--- config.mk ---
export PLATFORM = sky130hd
export DESIGN_NAME = source_text_tokenizer
export DESIGN_NICKNAME = d
export VERILOG_FILES = /design/src/hw/rtl/stt_pkg.sv /design/src/hw/rtl/source_text_tokenizer.sv /design/src/hw/rtl/stt_front.sv /design/src/hw/rtl/stt_queue.sv /design/src/hw/rtl/stt_back.sv
export SDC_FILE = /design/constraint.sdc
export NUM_CORES = 2
export LEC_CHECK = 0
export BUFFER_PORTS_ARGS = -buffer_cell sky130_fd_sc_hd__buf_2
export CORE_MARGIN = 2
export CORE_UTILIZATION = 50
export DETAILED_ROUTE_END_ITERATION = 6
export PLACE_DENSITY = 0.77
export SYNTH_ARGS = -nofsm -noshare
export SYNTH_HDL_FRONTEND = slang
export SYNTH_SLANG_ARGS = --single-unit
--- constraint.sdc ---
create_clock -name clk -period 30.4 [get_ports clk]
set_clock_uncertainty 0.05 [all_clocks]
set_input_delay 9.12 -clock clk [delete_from_list [all_inputs] [get_ports clk]]
set_output_delay 9.12 -clock clk [all_outputs]
set_load 0.01 [all_outputs]
--- src/hw/rtl/stt_pkg.sv ---
// ----------------------------------------------------------------------------
// stt_pkg: shared types and constants of the source text tokenizer
// token kind codes, scan modes, keyword matcher states and the token bundle
// passed from the scanner front to the token back end
// ----------------------------------------------------------------------------
package stt_pkg;

  // token kind codes
  localparam logic [3:0] TK_END      = 4'd0;
  localparam logic [3:0] TK_UNKNOWN  = 4'd1;
  localparam logic [3:0] TK_UNCLOSED = 4'd2;
  localparam logic [3:0] TK_IDENT    = 4'd3;
  localparam logic [3:0] TK_COMMENT  = 4'd4;
  localparam logic [3:0] TK_INT      = 4'd5;
  localparam logic [3:0] TK_STR      = 4'd6;
  localparam logic [3:0] TK_PROC     = 4'd7;
  localparam logic [3:0] TK_PRINT    = 4'd8;
  localparam logic [3:0] TK_LPAREN   = 4'd9;
  localparam logic [3:0] TK_RPAREN   = 4'd10;
  localparam logic [3:0] TK_LBRACE   = 4'd11;
  localparam logic [3:0] TK_RBRACE   = 4'd12;
  localparam logic [3:0] TK_SEMI     = 4'd13;
  localparam logic [3:0] TK_BAD      = 4'd14;

  // characters of interest
  localparam logic [7:0] CH_LF     = 8'h0A;
  localparam logic [7:0] CH_SPACE  = 8'h20;
  localparam logic [7:0] CH_HT     = 8'h09;
  localparam logic [7:0] CH_CR     = 8'h0D;
  localparam logic [7:0] CH_SLASH  = 8'h2F;
  localparam logic [7:0] CH_QUOTE  = 8'h22;
  localparam logic [7:0] CH_BSLASH = 8'h5C;
  localparam logic [7:0] CH_LPAREN = 8'h28;
  localparam logic [7:0] CH_RPAREN = 8'h29;
  localparam logic [7:0] CH_LBRACE = 8'h7B;
  localparam logic [7:0] CH_RBRACE = 8'h7D;
  localparam logic [7:0] CH_SEMI   = 8'h3B;
  localparam logic [7:0] CH_P      = 8'h70;
  localparam logic [7:0] CH_R      = 8'h72;
  localparam logic [7:0] CH_O      = 8'h6F;
  localparam logic [7:0] CH_C      = 8'h63;
  localparam logic [7:0] CH_I      = 8'h69;
  localparam logic [7:0] CH_N      = 8'h6E;
  localparam logic [7:0] CH_T      = 8'h74;

  // output field widths and saturation limits
  localparam int unsigned ROW_W   = 20;
  localparam int unsigned COL_W   = 16;
  localparam int unsigned POS_W   = 32;
  localparam logic [ROW_W-1:0] ROW_SAT = '1;
  localparam logic [COL_W-1:0] COL_SAT = '1;

  // most tokens one input byte can cause
  localparam int unsigned MAX_TOKENS = 3;

  // depth of the queue between front and back (power of two)
  localparam int unsigned QUEUE_DEPTH = 4;

  typedef enum logic [2:0] {
    MODE_IDLE,
    MODE_SLASH,
    MODE_COMMENT,
    MODE_IDENT,
    MODE_INT,
    MODE_STR,
    MODE_ESC
  } mode_t;

  // keyword matcher: progress through "proc" and "print"
  typedef enum logic [2:0] {
    KW_NONE,
    KW_P,
    KW_PR,
    KW_PRO,
    KW_PROC,
    KW_PRI,
    KW_PRIN,
    KW_PRINT
  } kw_t;

  typedef struct packed {
    logic [3:0]       kind;
    logic [ROW_W-1:0] row;
    logic [COL_W-1:0] column;
    logic [POS_W-1:0] start;
    logic [POS_W-1:0] length;
  } tok_t;

  // all tokens caused by one input byte, oldest in slot zero
  typedef struct packed {
    logic [1:0]                 count;
    tok_t [MAX_TOKENS-1:0]      tok;
  } bundle_t;

endpackage

--- src/hw/rtl/source_text_tokenizer.sv ---
// ----------------------------------------------------------------------------
// source_text_tokenizer: streaming tokenizer, one text byte per transaction
// takes one byte every cycle while the queue is not full; tokens leave one per
// cycle while out_ready is high, so bytes that cause 2-3 tokens fill the queue
// reset returns the scanner to the start of a new text and empties the queue
// ----------------------------------------------------------------------------
module source_text_tokenizer #(
  parameter int unsigned OFFSET_BITS = 32,
  parameter int unsigned ROW_BITS    = 20
) (
  input  logic        clk,
  input  logic        rst,
  input  logic        in_valid,
  output logic        in_ready,
  input  logic [7:0]  text_byte,
  input  logic        byte_present,
  input  logic        text_end,
  output logic        out_valid,
  input  logic        out_ready,
  output logic [3:0]  token_kind,
  output logic [19:0] token_row,
  output logic [15:0] token_column,
  output logic [31:0] token_start,
  output logic [31:0] token_length,
  output logic        run_last
);

  logic             q_push;
  logic             q_full;
  logic             q_pop;
  logic             q_valid;
  stt_pkg::bundle_t q_in;
  stt_pkg::bundle_t q_out;

  // scanner front
  stt_front #(
    .OFFSET_BITS (OFFSET_BITS),
    .ROW_BITS    (ROW_BITS)
  ) u_front (
    .clk          (clk),
    .rst          (rst),
    .in_valid     (in_valid),
    .in_ready     (in_ready),
    .text_byte    (text_byte),
    .byte_present (byte_present),
    .text_end     (text_end),
    .q_full       (q_full),
    .q_push       (q_push),
    .q_data       (q_in)
  );

  // queue between front and back
  stt_queue u_queue (
    .clk        (clk),
    .rst        (rst),
    .push       (q_push),
    .push_data  (q_in),
    .full       (q_full),
    .pop        (q_pop),
    .head_valid (q_valid),
    .head_data  (q_out)
  );

  // token back end
  stt_back u_back (
    .clk          (clk),
    .rst          (rst),
    .head_valid   (q_valid),
    .head_data    (q_out),
    .pop          (q_pop),
    .out_valid    (out_valid),
    .out_ready    (out_ready),
    .token_kind   (token_kind),
    .token_row    (token_row),
    .token_column (token_column),
    .token_start  (token_start),
    .token_length (token_length),
    .run_last     (run_last)
  );

endmodule

--- src/hw/rtl/stt_front.sv ---
// ----------------------------------------------------------------------------
// stt_front: byte scanner
// classifies one byte per cycle while the queue is not full, tracks position
// and scan mode, and pushes each byte's tokens as one bundle into the queue
// ----------------------------------------------------------------------------
module stt_front #(
  parameter int unsigned OFFSET_BITS = 32,
  parameter int unsigned ROW_BITS    = 20
) (
  input  logic             clk,
  input  logic             rst,
  input  logic             in_valid,
  output logic             in_ready,
  input  logic [7:0]       text_byte,
  input  logic             byte_present,
  input  logic             text_end,
  input  logic             q_full,
  output logic             q_push,
  output stt_pkg::bundle_t q_data
);

  localparam int unsigned RW = (ROW_BITS > stt_pkg::ROW_W) ? ROW_BITS : stt_pkg::ROW_W;

  // scanner state
  stt_pkg::mode_t               mode;
  logic [OFFSET_BITS-1:0]       byte_offset;
  logic [ROW_BITS-1:0]          line_number;
  logic [OFFSET_BITS-1:0]       line_start;
  logic [OFFSET_BITS-1:0]       pending_start;
  logic [stt_pkg::ROW_W-1:0]    pending_row;
  logic [stt_pkg::COL_W-1:0]    pending_column;
  stt_pkg::kw_t                 kw;
  logic [1:0]                   cont;

  // next values
  stt_pkg::mode_t               mode_next;
  logic [OFFSET_BITS-1:0]       byte_offset_next;
  logic [ROW_BITS-1:0]          line_number_next;
  logic [OFFSET_BITS-1:0]       line_start_next;
  logic [OFFSET_BITS-1:0]       pending_start_next;
  logic [stt_pkg::ROW_W-1:0]    pending_row_next;
  logic [stt_pkg::COL_W-1:0]    pending_column_next;
  stt_pkg::kw_t                 kw_next;
  logic [1:0]                   cont_next;

  // per-byte decode
  logic                         emit_pend;
  logic [3:0]                   pend_kind;
  logic                         do_idle;
  logic                         body;
  logic                         here_tok;
  logic [3:0]                   here_kind;
  logic [2:0]                   here_len;
  logic                         adv;
  logic [2:0]                   adv_sz;
  logic                         str_close;
  logic [2:0]                   sz;
  logic [stt_pkg::ROW_W-1:0]    row_pre;
  logic [stt_pkg::COL_W-1:0]    col_pre;
  logic [1:0]                   n;
  stt_pkg::tok_t [stt_pkg::MAX_TOKENS-1:0] tok;

  logic                         accept;

  // size of a character from its lead byte, zero when bits 7, 5, 4 and 3 are all set
  function automatic logic [2:0] lead_size(input logic [7:0] b);
    if (!b[7])      return 3'd1;
    else if (!b[5]) return 3'd2;
    else if (!b[4]) return 3'd3;
    else if (!b[3]) return 3'd4;
    else            return 3'd0;
  endfunction

  function automatic logic is_alpha(input logic [7:0] b);
    return (b >= 8'h61 && b <= 8'h7A) || (b >= 8'h41 && b <= 8'h5A);
  endfunction

  function automatic logic is_digit(input logic [7:0] b);
    return b >= 8'h30 && b <= 8'h39;
  endfunction

  function automatic logic is_space(input logic [7:0] b);
    return b == stt_pkg::CH_SPACE || (b >= stt_pkg::CH_HT && b <= stt_pkg::CH_CR);
  endfunction

  function automatic stt_pkg::kw_t kw_step(input stt_pkg::kw_t k, input logic [7:0] b);
    if (k == stt_pkg::KW_P && b == stt_pkg::CH_R)    return stt_pkg::KW_PR;
    if (k == stt_pkg::KW_PR && b == stt_pkg::CH_O)   return stt_pkg::KW_PRO;
    if (k == stt_pkg::KW_PR && b == stt_pkg::CH_I)   return stt_pkg::KW_PRI;
    if (k == stt_pkg::KW_PRO && b == stt_pkg::CH_C)  return stt_pkg::KW_PROC;
    if (k == stt_pkg::KW_PRI && b == stt_pkg::CH_N)  return stt_pkg::KW_PRIN;
    if (k == stt_pkg::KW_PRIN && b == stt_pkg::CH_T) return stt_pkg::KW_PRINT;
    return stt_pkg::KW_NONE;
  endfunction

  function automatic logic [3:0] ident_kind(input stt_pkg::kw_t k);
    if (k == stt_pkg::KW_PROC)  return stt_pkg::TK_PROC;
    if (k == stt_pkg::KW_PRINT) return stt_pkg::TK_PRINT;
    return stt_pkg::TK_IDENT;
  endfunction

  function automatic logic [stt_pkg::ROW_W-1:0] row_sat(input logic [ROW_BITS-1:0] l);
    logic [RW-1:0] e;
    e = RW'(l);
    if (e > RW'(stt_pkg::ROW_SAT)) return stt_pkg::ROW_SAT;
    return stt_pkg::ROW_W'(e);
  endfunction

  function automatic logic [stt_pkg::COL_W-1:0] col_sat(
    input logic [OFFSET_BITS-1:0] off,
    input logic [OFFSET_BITS-1:0] ls
  );
    logic [OFFSET_BITS:0] d;
    d = {1'b0, off - ls} + (OFFSET_BITS+1)'(1);
    if (d > (OFFSET_BITS+1)'(stt_pkg::COL_SAT)) return stt_pkg::COL_SAT;
    return stt_pkg::COL_W'(d);
  endfunction

  function automatic stt_pkg::tok_t mk_tok(
    input logic [3:0]                k,
    input logic [stt_pkg::ROW_W-1:0] r,
    input logic [stt_pkg::COL_W-1:0] c,
    input logic [OFFSET_BITS-1:0]    s,
    input logic [OFFSET_BITS-1:0]    len
  );
    stt_pkg::tok_t t;
    t.kind   = k;
    t.row    = r;
    t.column = c;
    t.start  = stt_pkg::POS_W'(s);
    t.length = stt_pkg::POS_W'(len);
    return t;
  endfunction

  assign in_ready = !q_full;
  assign accept   = in_valid && in_ready;
  assign sz       = lead_size(text_byte);
  assign row_pre  = row_sat(line_number);
  assign col_pre  = col_sat(byte_offset, line_start);

  // classify the byte and work out the next state and its tokens
  always_comb begin
    mode_next           = mode;
    byte_offset_next    = byte_offset;
    line_number_next    = line_number;
    line_start_next     = line_start;
    pending_start_next  = pending_start;
    pending_row_next    = pending_row;
    pending_column_next = pending_column;
    kw_next             = kw;
    cont_next           = cont;
    emit_pend           = 1'b0;
    pend_kind           = stt_pkg::TK_UNKNOWN;
    do_idle             = 1'b0;
    body                = 1'b0;
    here_tok            = 1'b0;
    here_kind           = stt_pkg::TK_UNKNOWN;
    here_len            = 3'd1;
    adv                 = 1'b0;
    adv_sz              = 3'd1;
    str_close           = 1'b0;
    n                   = 2'd0;
    tok                 = '0;

    // mode decode
    if (byte_present) begin
      if (cont != 2'd0) begin
        cont_next = cont - 2'd1;
      end else begin
        unique case (mode)
          stt_pkg::MODE_SLASH: begin
            if (text_byte == stt_pkg::CH_SLASH) begin
              mode_next = stt_pkg::MODE_COMMENT;
              adv       = 1'b1;
            end else begin
              emit_pend = 1'b1;
              pend_kind = stt_pkg::TK_UNKNOWN;
              do_idle   = 1'b1;
            end
          end
          stt_pkg::MODE_COMMENT: begin
            if (text_byte == stt_pkg::CH_LF) begin
              emit_pend = 1'b1;
              pend_kind = stt_pkg::TK_COMMENT;
              do_idle   = 1'b1;
            end else begin
              body = 1'b1;
            end
          end
          stt_pkg::MODE_IDENT: begin
            if (is_alpha(text_byte) || is_digit(text_byte)) begin
              kw_next = kw_step(kw, text_byte);
              adv     = 1'b1;
            end else begin
              emit_pend = 1'b1;
              pend_kind = ident_kind(kw);
              do_idle   = 1'b1;
            end
          end
          stt_pkg::MODE_INT: begin
            if (is_digit(text_byte)) begin
              adv = 1'b1;
            end else begin
              emit_pend = 1'b1;
              pend_kind = stt_pkg::TK_INT;
              do_idle   = 1'b1;
            end
          end
          stt_pkg::MODE_STR: begin
            if (text_byte == stt_pkg::CH_LF) begin
              emit_pend = 1'b1;
              pend_kind = stt_pkg::TK_UNCLOSED;
              do_idle   = 1'b1;
            end else begin
              body = 1'b1;
              if (text_byte == stt_pkg::CH_QUOTE) begin
                str_close = 1'b1;
                mode_next = stt_pkg::MODE_IDLE;
              end else if (text_byte == stt_pkg::CH_BSLASH) begin
                mode_next = stt_pkg::MODE_ESC;
              end
            end
          end
          stt_pkg::MODE_ESC: begin
            body      = 1'b1;
            mode_next = stt_pkg::MODE_STR;
          end
          default: begin
            do_idle = 1'b1;
          end
        endcase
      end
    end

    // one character inside a comment or string
    if (body) begin
      adv = 1'b1;
      if (sz == 3'd0) begin
        here_tok  = 1'b1;
        here_kind = stt_pkg::TK_BAD;
        here_len  = 3'd1;
        adv_sz    = 3'd1;
      end else begin
        adv_sz = sz;
      end
      cont_next = 2'(adv_sz - 3'd1);
    end

    // byte seen between tokens
    if (do_idle) begin
      pending_start_next  = byte_offset;
      pending_row_next    = row_pre;
      pending_column_next = col_pre;
      mode_next           = stt_pkg::MODE_IDLE;
      adv                 = 1'b1;
      adv_sz              = 3'd1;
      if (is_space(text_byte)) begin
        mode_next = stt_pkg::MODE_IDLE;
      end else if (text_byte == stt_pkg::CH_SLASH) begin
        mode_next = stt_pkg::MODE_SLASH;
      end else if (text_byte == stt_pkg::CH_LPAREN) begin
        here_tok  = 1'b1;
        here_kind = stt_pkg::TK_LPAREN;
      end else if (text_byte == stt_pkg::CH_RPAREN) begin
        here_tok  = 1'b1;
        here_kind = stt_pkg::TK_RPAREN;
      end else if (text_byte == stt_pkg::CH_LBRACE) begin
        here_tok  = 1'b1;
        here_kind = stt_pkg::TK_LBRACE;
      end else if (text_byte == stt_pkg::CH_RBRACE) begin
        here_tok  = 1'b1;
        here_kind = stt_pkg::TK_RBRACE;
      end else if (text_byte == stt_pkg::CH_SEMI) begin
        here_tok  = 1'b1;
        here_kind = stt_pkg::TK_SEMI;
      end else if (is_alpha(text_byte)) begin
        mode_next = stt_pkg::MODE_IDENT;
        kw_next   = (text_byte == stt_pkg::CH_P) ? stt_pkg::KW_P : stt_pkg::KW_NONE;
      end else if (is_digit(text_byte)) begin
        mode_next = stt_pkg::MODE_INT;
      end else if (text_byte == stt_pkg::CH_QUOTE) begin
        mode_next = stt_pkg::MODE_STR;
      end else if (sz == 3'd0) begin
        here_tok  = 1'b1;
        here_kind = stt_pkg::TK_BAD;
      end else begin
        here_tok  = 1'b1;
        here_kind = stt_pkg::TK_UNKNOWN;
        here_len  = sz;
        adv_sz    = sz;
        cont_next = 2'(sz - 3'd1);
      end
    end

    // tokens closed before this byte moves the position
    if (emit_pend) begin
      tok[n] = mk_tok(pend_kind, pending_row, pending_column, pending_start,
                      byte_offset - pending_start);
      n = n + 2'd1;
    end
    if (here_tok) begin
      tok[n] = mk_tok(here_kind, row_pre, col_pre, byte_offset, OFFSET_BITS'(here_len));
      n = n + 2'd1;
    end

    // advance position, count lines
    if (adv) begin
      byte_offset_next = byte_offset + OFFSET_BITS'(adv_sz);
      if (text_byte == stt_pkg::CH_LF) begin
        if (line_number != {ROW_BITS{1'b1}}) begin
          line_number_next = line_number + ROW_BITS'(1);
        end
        line_start_next = byte_offset_next;
      end
    end

    // closing quote ends the string after its own byte
    if (str_close) begin
      tok[n] = mk_tok(stt_pkg::TK_STR, pending_row_next, pending_column_next,
                      pending_start_next, byte_offset_next - pending_start_next);
      n = n + 2'd1;
    end

    // end of text: close what is open, then the end token, then back to reset
    if (text_end) begin
      case (mode_next) inside
        stt_pkg::MODE_SLASH: begin
          tok[n] = mk_tok(stt_pkg::TK_UNKNOWN, pending_row_next, pending_column_next,
                          pending_start_next, byte_offset_next - pending_start_next);
          n = n + 2'd1;
        end
        stt_pkg::MODE_COMMENT: begin
          tok[n] = mk_tok(stt_pkg::TK_COMMENT, pending_row_next, pending_column_next,
                          pending_start_next, byte_offset_next - pending_start_next);
          n = n + 2'd1;
        end
        stt_pkg::MODE_IDENT: begin
          tok[n] = mk_tok(ident_kind(kw_next), pending_row_next, pending_column_next,
                          pending_start_next, byte_offset_next - pending_start_next);
          n = n + 2'd1;
        end
        stt_pkg::MODE_INT: begin
          tok[n] = mk_tok(stt_pkg::TK_INT, pending_row_next, pending_column_next,
                          pending_start_next, byte_offset_next - pending_start_next);
          n = n + 2'd1;
        end
        stt_pkg::MODE_STR, stt_pkg::MODE_ESC: begin
          tok[n] = mk_tok(stt_pkg::TK_UNCLOSED, pending_row_next, pending_column_next,
                          pending_start_next, byte_offset_next - pending_start_next);
          n = n + 2'd1;
        end
        default: begin
        end
      endcase
      tok[n] = mk_tok(stt_pkg::TK_END, row_sat(line_number_next),
                      col_sat(byte_offset_next, line_start_next), byte_offset_next, '0);
      n = n + 2'd1;
      mode_next           = stt_pkg::MODE_IDLE;
      byte_offset_next    = '0;
      line_number_next    = ROW_BITS'(1);
      line_start_next     = '0;
      pending_start_next  = '0;
      pending_row_next    = stt_pkg::ROW_W'(1);
      pending_column_next = stt_pkg::COL_W'(1);
      kw_next             = stt_pkg::KW_NONE;
      cont_next           = 2'd0;
    end
  end

  // queue push of the bundle
  assign q_push       = accept && (n != 2'd0);
  assign q_data.count = n;
  assign q_data.tok   = tok;

  // state registers
  always_ff @(posedge clk) begin
    if (rst) begin
      mode           <= stt_pkg::MODE_IDLE;
      byte_offset    <= '0;
      line_number    <= ROW_BITS'(1);
      line_start     <= '0;
      pending_start  <= '0;
      pending_row    <= stt_pkg::ROW_W'(1);
      pending_column <= stt_pkg::COL_W'(1);
      kw             <= stt_pkg::KW_NONE;
      cont           <= 2'd0;
    end else if (accept) begin
      mode           <= mode_next;
      byte_offset    <= byte_offset_next;
      line_number    <= line_number_next;
      line_start     <= line_start_next;
      pending_start  <= pending_start_next;
      pending_row    <= pending_row_next;
      pending_column <= pending_column_next;
      kw             <= kw_next;
      cont           <= cont_next;
    end
  end

endmodule

--- src/hw/rtl/stt_queue.sv ---
// ----------------------------------------------------------------------------
// stt_queue: bundle queue
// short first-in first-out queue that decouples the scanner from the token
// back end
// ----------------------------------------------------------------------------
module stt_queue (
  input  logic             clk,
  input  logic             rst,
  input  logic             push,
  input  stt_pkg::bundle_t push_data,
  output logic             full,
  input  logic             pop,
  output logic             head_valid,
  output stt_pkg::bundle_t head_data
);

  localparam int unsigned PW = $clog2(stt_pkg::QUEUE_DEPTH);
  localparam int unsigned CW = $clog2(stt_pkg::QUEUE_DEPTH + 1);

  stt_pkg::bundle_t mem [stt_pkg::QUEUE_DEPTH];
  logic [PW-1:0]    wr_ptr;
  logic [PW-1:0]    rd_ptr;
  logic [CW-1:0]    count;

  assign full       = (count == CW'(stt_pkg::QUEUE_DEPTH));
  assign head_valid = (count != '0);
  assign head_data  = mem[rd_ptr];

  // storage
  always_ff @(posedge clk) begin
    if (push) begin
      mem[wr_ptr] <= push_data;
    end
  end

  // pointers and fill level
  always_ff @(posedge clk) begin
    if (rst) begin
      wr_ptr <= '0;
      rd_ptr <= '0;
      count  <= '0;
    end else begin
      if (push) begin
        wr_ptr <= wr_ptr + PW'(1);
      end
      if (pop) begin
        rd_ptr <= rd_ptr + PW'(1);
      end
      case ({push, pop})
        2'b10:   count <= count + CW'(1);
        2'b01:   count <= count - CW'(1);
        default: count <= count;
      endcase
    end
  end

endmodule

--- src/hw/rtl/stt_back.sv ---
// ----------------------------------------------------------------------------
// stt_back: token back end
// takes bundles from the queue and hands out their tokens one per
// transaction, marking the last token of each bundle
// ----------------------------------------------------------------------------
module stt_back (
  input  logic             clk,
  input  logic             rst,
  input  logic             head_valid,
  input  stt_pkg::bundle_t head_data,
  output logic             pop,
  output logic             out_valid,
  input  logic             out_ready,
  output logic [3:0]       token_kind,
  output logic [19:0]      token_row,
  output logic [15:0]      token_column,
  output logic [31:0]      token_start,
  output logic [31:0]      token_length,
  output logic             run_last
);

  stt_pkg::bundle_t cur;
  logic             busy;
  logic [1:0]       idx;
  logic             last;
  logic             take;
  stt_pkg::tok_t    sel;

  assign last = (idx == 2'(cur.count - 2'd1));
  assign take = busy && out_ready;
  assign pop  = head_valid && (!busy || (take && last));

  // current bundle and token index
  always_ff @(posedge clk) begin
    if (pop) begin
      cur <= head_data;
    end
  end

  always_ff @(posedge clk) begin
    if (rst) begin
      busy <= 1'b0;
      idx  <= 2'd0;
    end else if (pop) begin
      busy <= 1'b1;
      idx  <= 2'd0;
    end else if (take && last) begin
      busy <= 1'b0;
    end else if (take) begin
      idx <= idx + 2'd1;
    end
  end

  // output selection
  assign sel          = cur.tok[idx];
  assign out_valid    = busy;
  assign token_kind   = sel.kind;
  assign token_row    = sel.row;
  assign token_column = sel.column;
  assign token_start  = sel.start;
  assign token_length = sel.length;
  assign run_last     = last;

endmodule
==> summary.md <==
| Metric | Value |
|---|---|
| Sequential area share after synthesis | between 60% and 70% |
| Hold buffers post-CTS | 0 |
| Areal power density over the cells | slightly below 80 mW/mm2 |
| FF-to-FF Start | u_front.mode[0] |
| Antenna Nets Post-Route | 0 |
| Top FF cell, synth | edfxtp_1 |
| Worst slew pin tran | roughly 1.2 ns |
| Slew Viols, Final | 0 |
| Critical path endpoint category | flip-flop |
| Data arrival, critical path | about 21 ns |
| Root buf cell | clkbuf_16 |
| Final net count | between 6000 and 7000 |
| Hold wc startpoint | u_front.pending_column[10] |
| Post-DP HPWL | 138900 um |
| P_leak | around 0.029 uW |
| VDD IR-drop max | roughly 0.000067 V |
| Overflow after GRT | 0 |
| Die area | about 0.16 mm2 |
| Relative slew slack | 16.55% |
| GRT Util Overall | 26.84% |
| Syn Area/Cell | approximately 14 um2 |
| Post-synth top cells | edfxtp_1, nor2_1, nand2_1 |
| Clock sink count | 1740 |
| Clock latency on the worst-skew pair | about 0.85 ns |
| Crit-path max cell delay | about 0.77 ns |
| CP Max Fanout | 52 |
| M2 GR Usage | about two fifths |
| Core area | roughly 0.16 mm2 |
| Post-Syn Nets | 6058 |
| I/O pin cnt | roughly 120 |
| Vias in the first global route | 51660 |
| R2R setup slack | ~19 ns |
| Busiest layer in global routing | met2 |
| HP Class | reg2reg |
| DR iter-0 viols | 7742 |
| Post-CTS Setup Inserts | 0 |
| Port Buffers | 120 |
| Critical Path RT | about 30 ns |
| Critical Path Most Common Cell | nor2_1 |
| Fin crit share | between 60% and 70% |
| FMAX | slightly below 50 MHz |
| Worst Hold Depth | 2 |
| Final setup viols | 0 |
| Total of max-cap violations | 0 |
| Post-Synthesis Cells | 5894 |
| Routed wire length | roughly 220000 um |
| Final Hold Viols | 0 |
| Drt pass-1 iters | 7 |
| Area grow syn2layout | 10.20% |
| First-pass GRT wire length | between 300000 and 400000 um |
| Largest net degree at the start of global routing | between 100 and 150 |
| Cell variety after synth | roughly 110 |
| Hold Slack | 0.4453 ns |
| Die Width | around 410 um |
| Status | finished clean |
| DR vias | about 53000 |
| Ys async rst share | 0% |
| H-tree levels | 4 |
| GP Congestion | ~0.94 |
| Synth warn | 0 |
| RSZ-0062 raised after global routing | false |
| Initial Utilization | around 50% |
| Critical path class | in2reg |
| Mapped Area | 0.08050 mm2 |
| Count leader, synth | edfxtp_1 |
| EDFF count, synth | about 1600 |
| Slowest-stage cell, CP | o32ai_1 |
| Met1 GRT Util | a little under two fifths |
| DR DRC count | 0 |
| Top cell type's share of synthesized area | 58.57% |
| CTS clk-pin slew, worst paths | 0.06 ns |
| Longest Clk Path Bufs | 3 |
| Vias per cell | around 6.5 |
| Top area cells in the synthesized netlist | edfxtp_1, mux4_2, dfxtp_1, nor2_1, ha_1 |
| CTS Buf Count | 167 |
| Die Span Y | 405.2 um |
| Layout cells sized above 1 | between 10% and 20% |
| Yosys reg bits | ~1700 |
| Met3 Track Usage GR | roughly 6% |
| Yosys top cell by area | edfxtp_1 |
| Post-cts resize count | 0 |
| CTS tree | yes |
| Worst r2r path cells | 34 |
| WL per Instance | 27.31 um |
| Min-Delay Endpoint | u_front.pending_column[10] |
| Crit Reg-Reg Endpoint | u_queue.mem[0][75] |
| Rows | approximately 150 |
| Fin crit period | roughly 20 ns |
| Setup TNS | 0 ns |
| Antenna violations before repair | 2 |
| Crit start category | input pin |
-- layout by cell type, fill, tap and decap left out, drive strengths merged, types with 104 or more instances in the layout --
cell type  count
inv          172
clkbuf       211
a21oi        234
ha           143
nand3        104
xnor2        117
buf          208
nand2        431
nor2         588
a22oi        170
o21ai        311
mux4         314
edfxtp      1570
mux2i        133
dfxtp        170
-- how the worst max path moves through the flow --
stage	startpoint	end	depth (start not counted)
2_1_floorplan	out_ready	u_queue.count[2]	8
3_3_place_gp	text_byte[2]	u_queue.mem[0][75]	34
3_5_place_dp	text_byte[3]	u_queue.mem[1][75]	34
4_1_cts	text_byte[2]	u_queue.mem[0][75]	34
5_1_grt	text_byte[3]	u_queue.mem[0][75]	35
6_report	text_byte[3]	u_queue.mem[0][75]	35
-- critical path, delay by kind of cell --
| family | cells | cell delay, ns |
|---|---|---|
| simple gates | 17 | 5.88 |
| xor+xnor | 2 | 0.61 |
| fa+ha+maj | 2 | 0.81 |
| buf+inv | 2 | 0.37 |
| compound gates | 12 | 4.11 |
-- sequential cells by signal (all words and copies together) (netlist names), 16 cells and up --
name and count:
u_front.pending_row 20, u_queue.mem 1256, u_front.pending_start 32, u_front.line_number 20, u_front.line_start 32, u_back.cur 314, u_front.pending_column 16, u_front.byte_offset 32
-- through the flow --
stage          util (%)  cells  setup slack [ns]  area [um2]  power (uW)
3_3_place_gp      51.94   7886             9.635       83210        4811
4_1_cts           55.37   8190             10.22       88700        6948
2_1_floorplan         -   5894             2.796       80500        4525
5_1_grt           55.37   8190             9.338       88700        7149
3_5_place_dp      51.94   7886             9.389       83210        4863
6_report          55.37   8191             9.957       88700        6916
-- power breakdown --
part           internal [uW]  switching, uW  total [uW]
Clock                   1170            921        2090
Sequential              3170            119        3290
Combinational            553            981        1530
Total                   4890           2020        6920
-- area by class of cell --
cell class,count,area (um2)
fill,12320,71500
sequential,1740,50560
multi-input combinational,3612,27980
clock buffer,211,4397
tap,2160,2703
timing repair buffer,208,1343
clock inverter,93,1092
inverter,166,623.1
antenna,1,2.502
-- kinds of logic after synthesis --
kind of cell             share of synthesized area [%]
multiplexers                                     10.56
adder cells (fa/ha/maj)                          2.411
AO/OA/AOI/OAI                                    10.32
AND/OR/NAND/NOR                                  9.060
buffers and inverters                            2.616
XOR/XNOR                                         2.238
flip-flops                                       62.80
-- layer usage --
layer	share of wire, %	vias to the layer above	routed length, um
met3	11	612	24590
met2	46	3412	102500
met5	0.0063	-	14
met4	4.5	2	10020
met1	39	26630	86570
li1	-	22820	-
No activity file was read; power rests on OpenSTA's default activity.
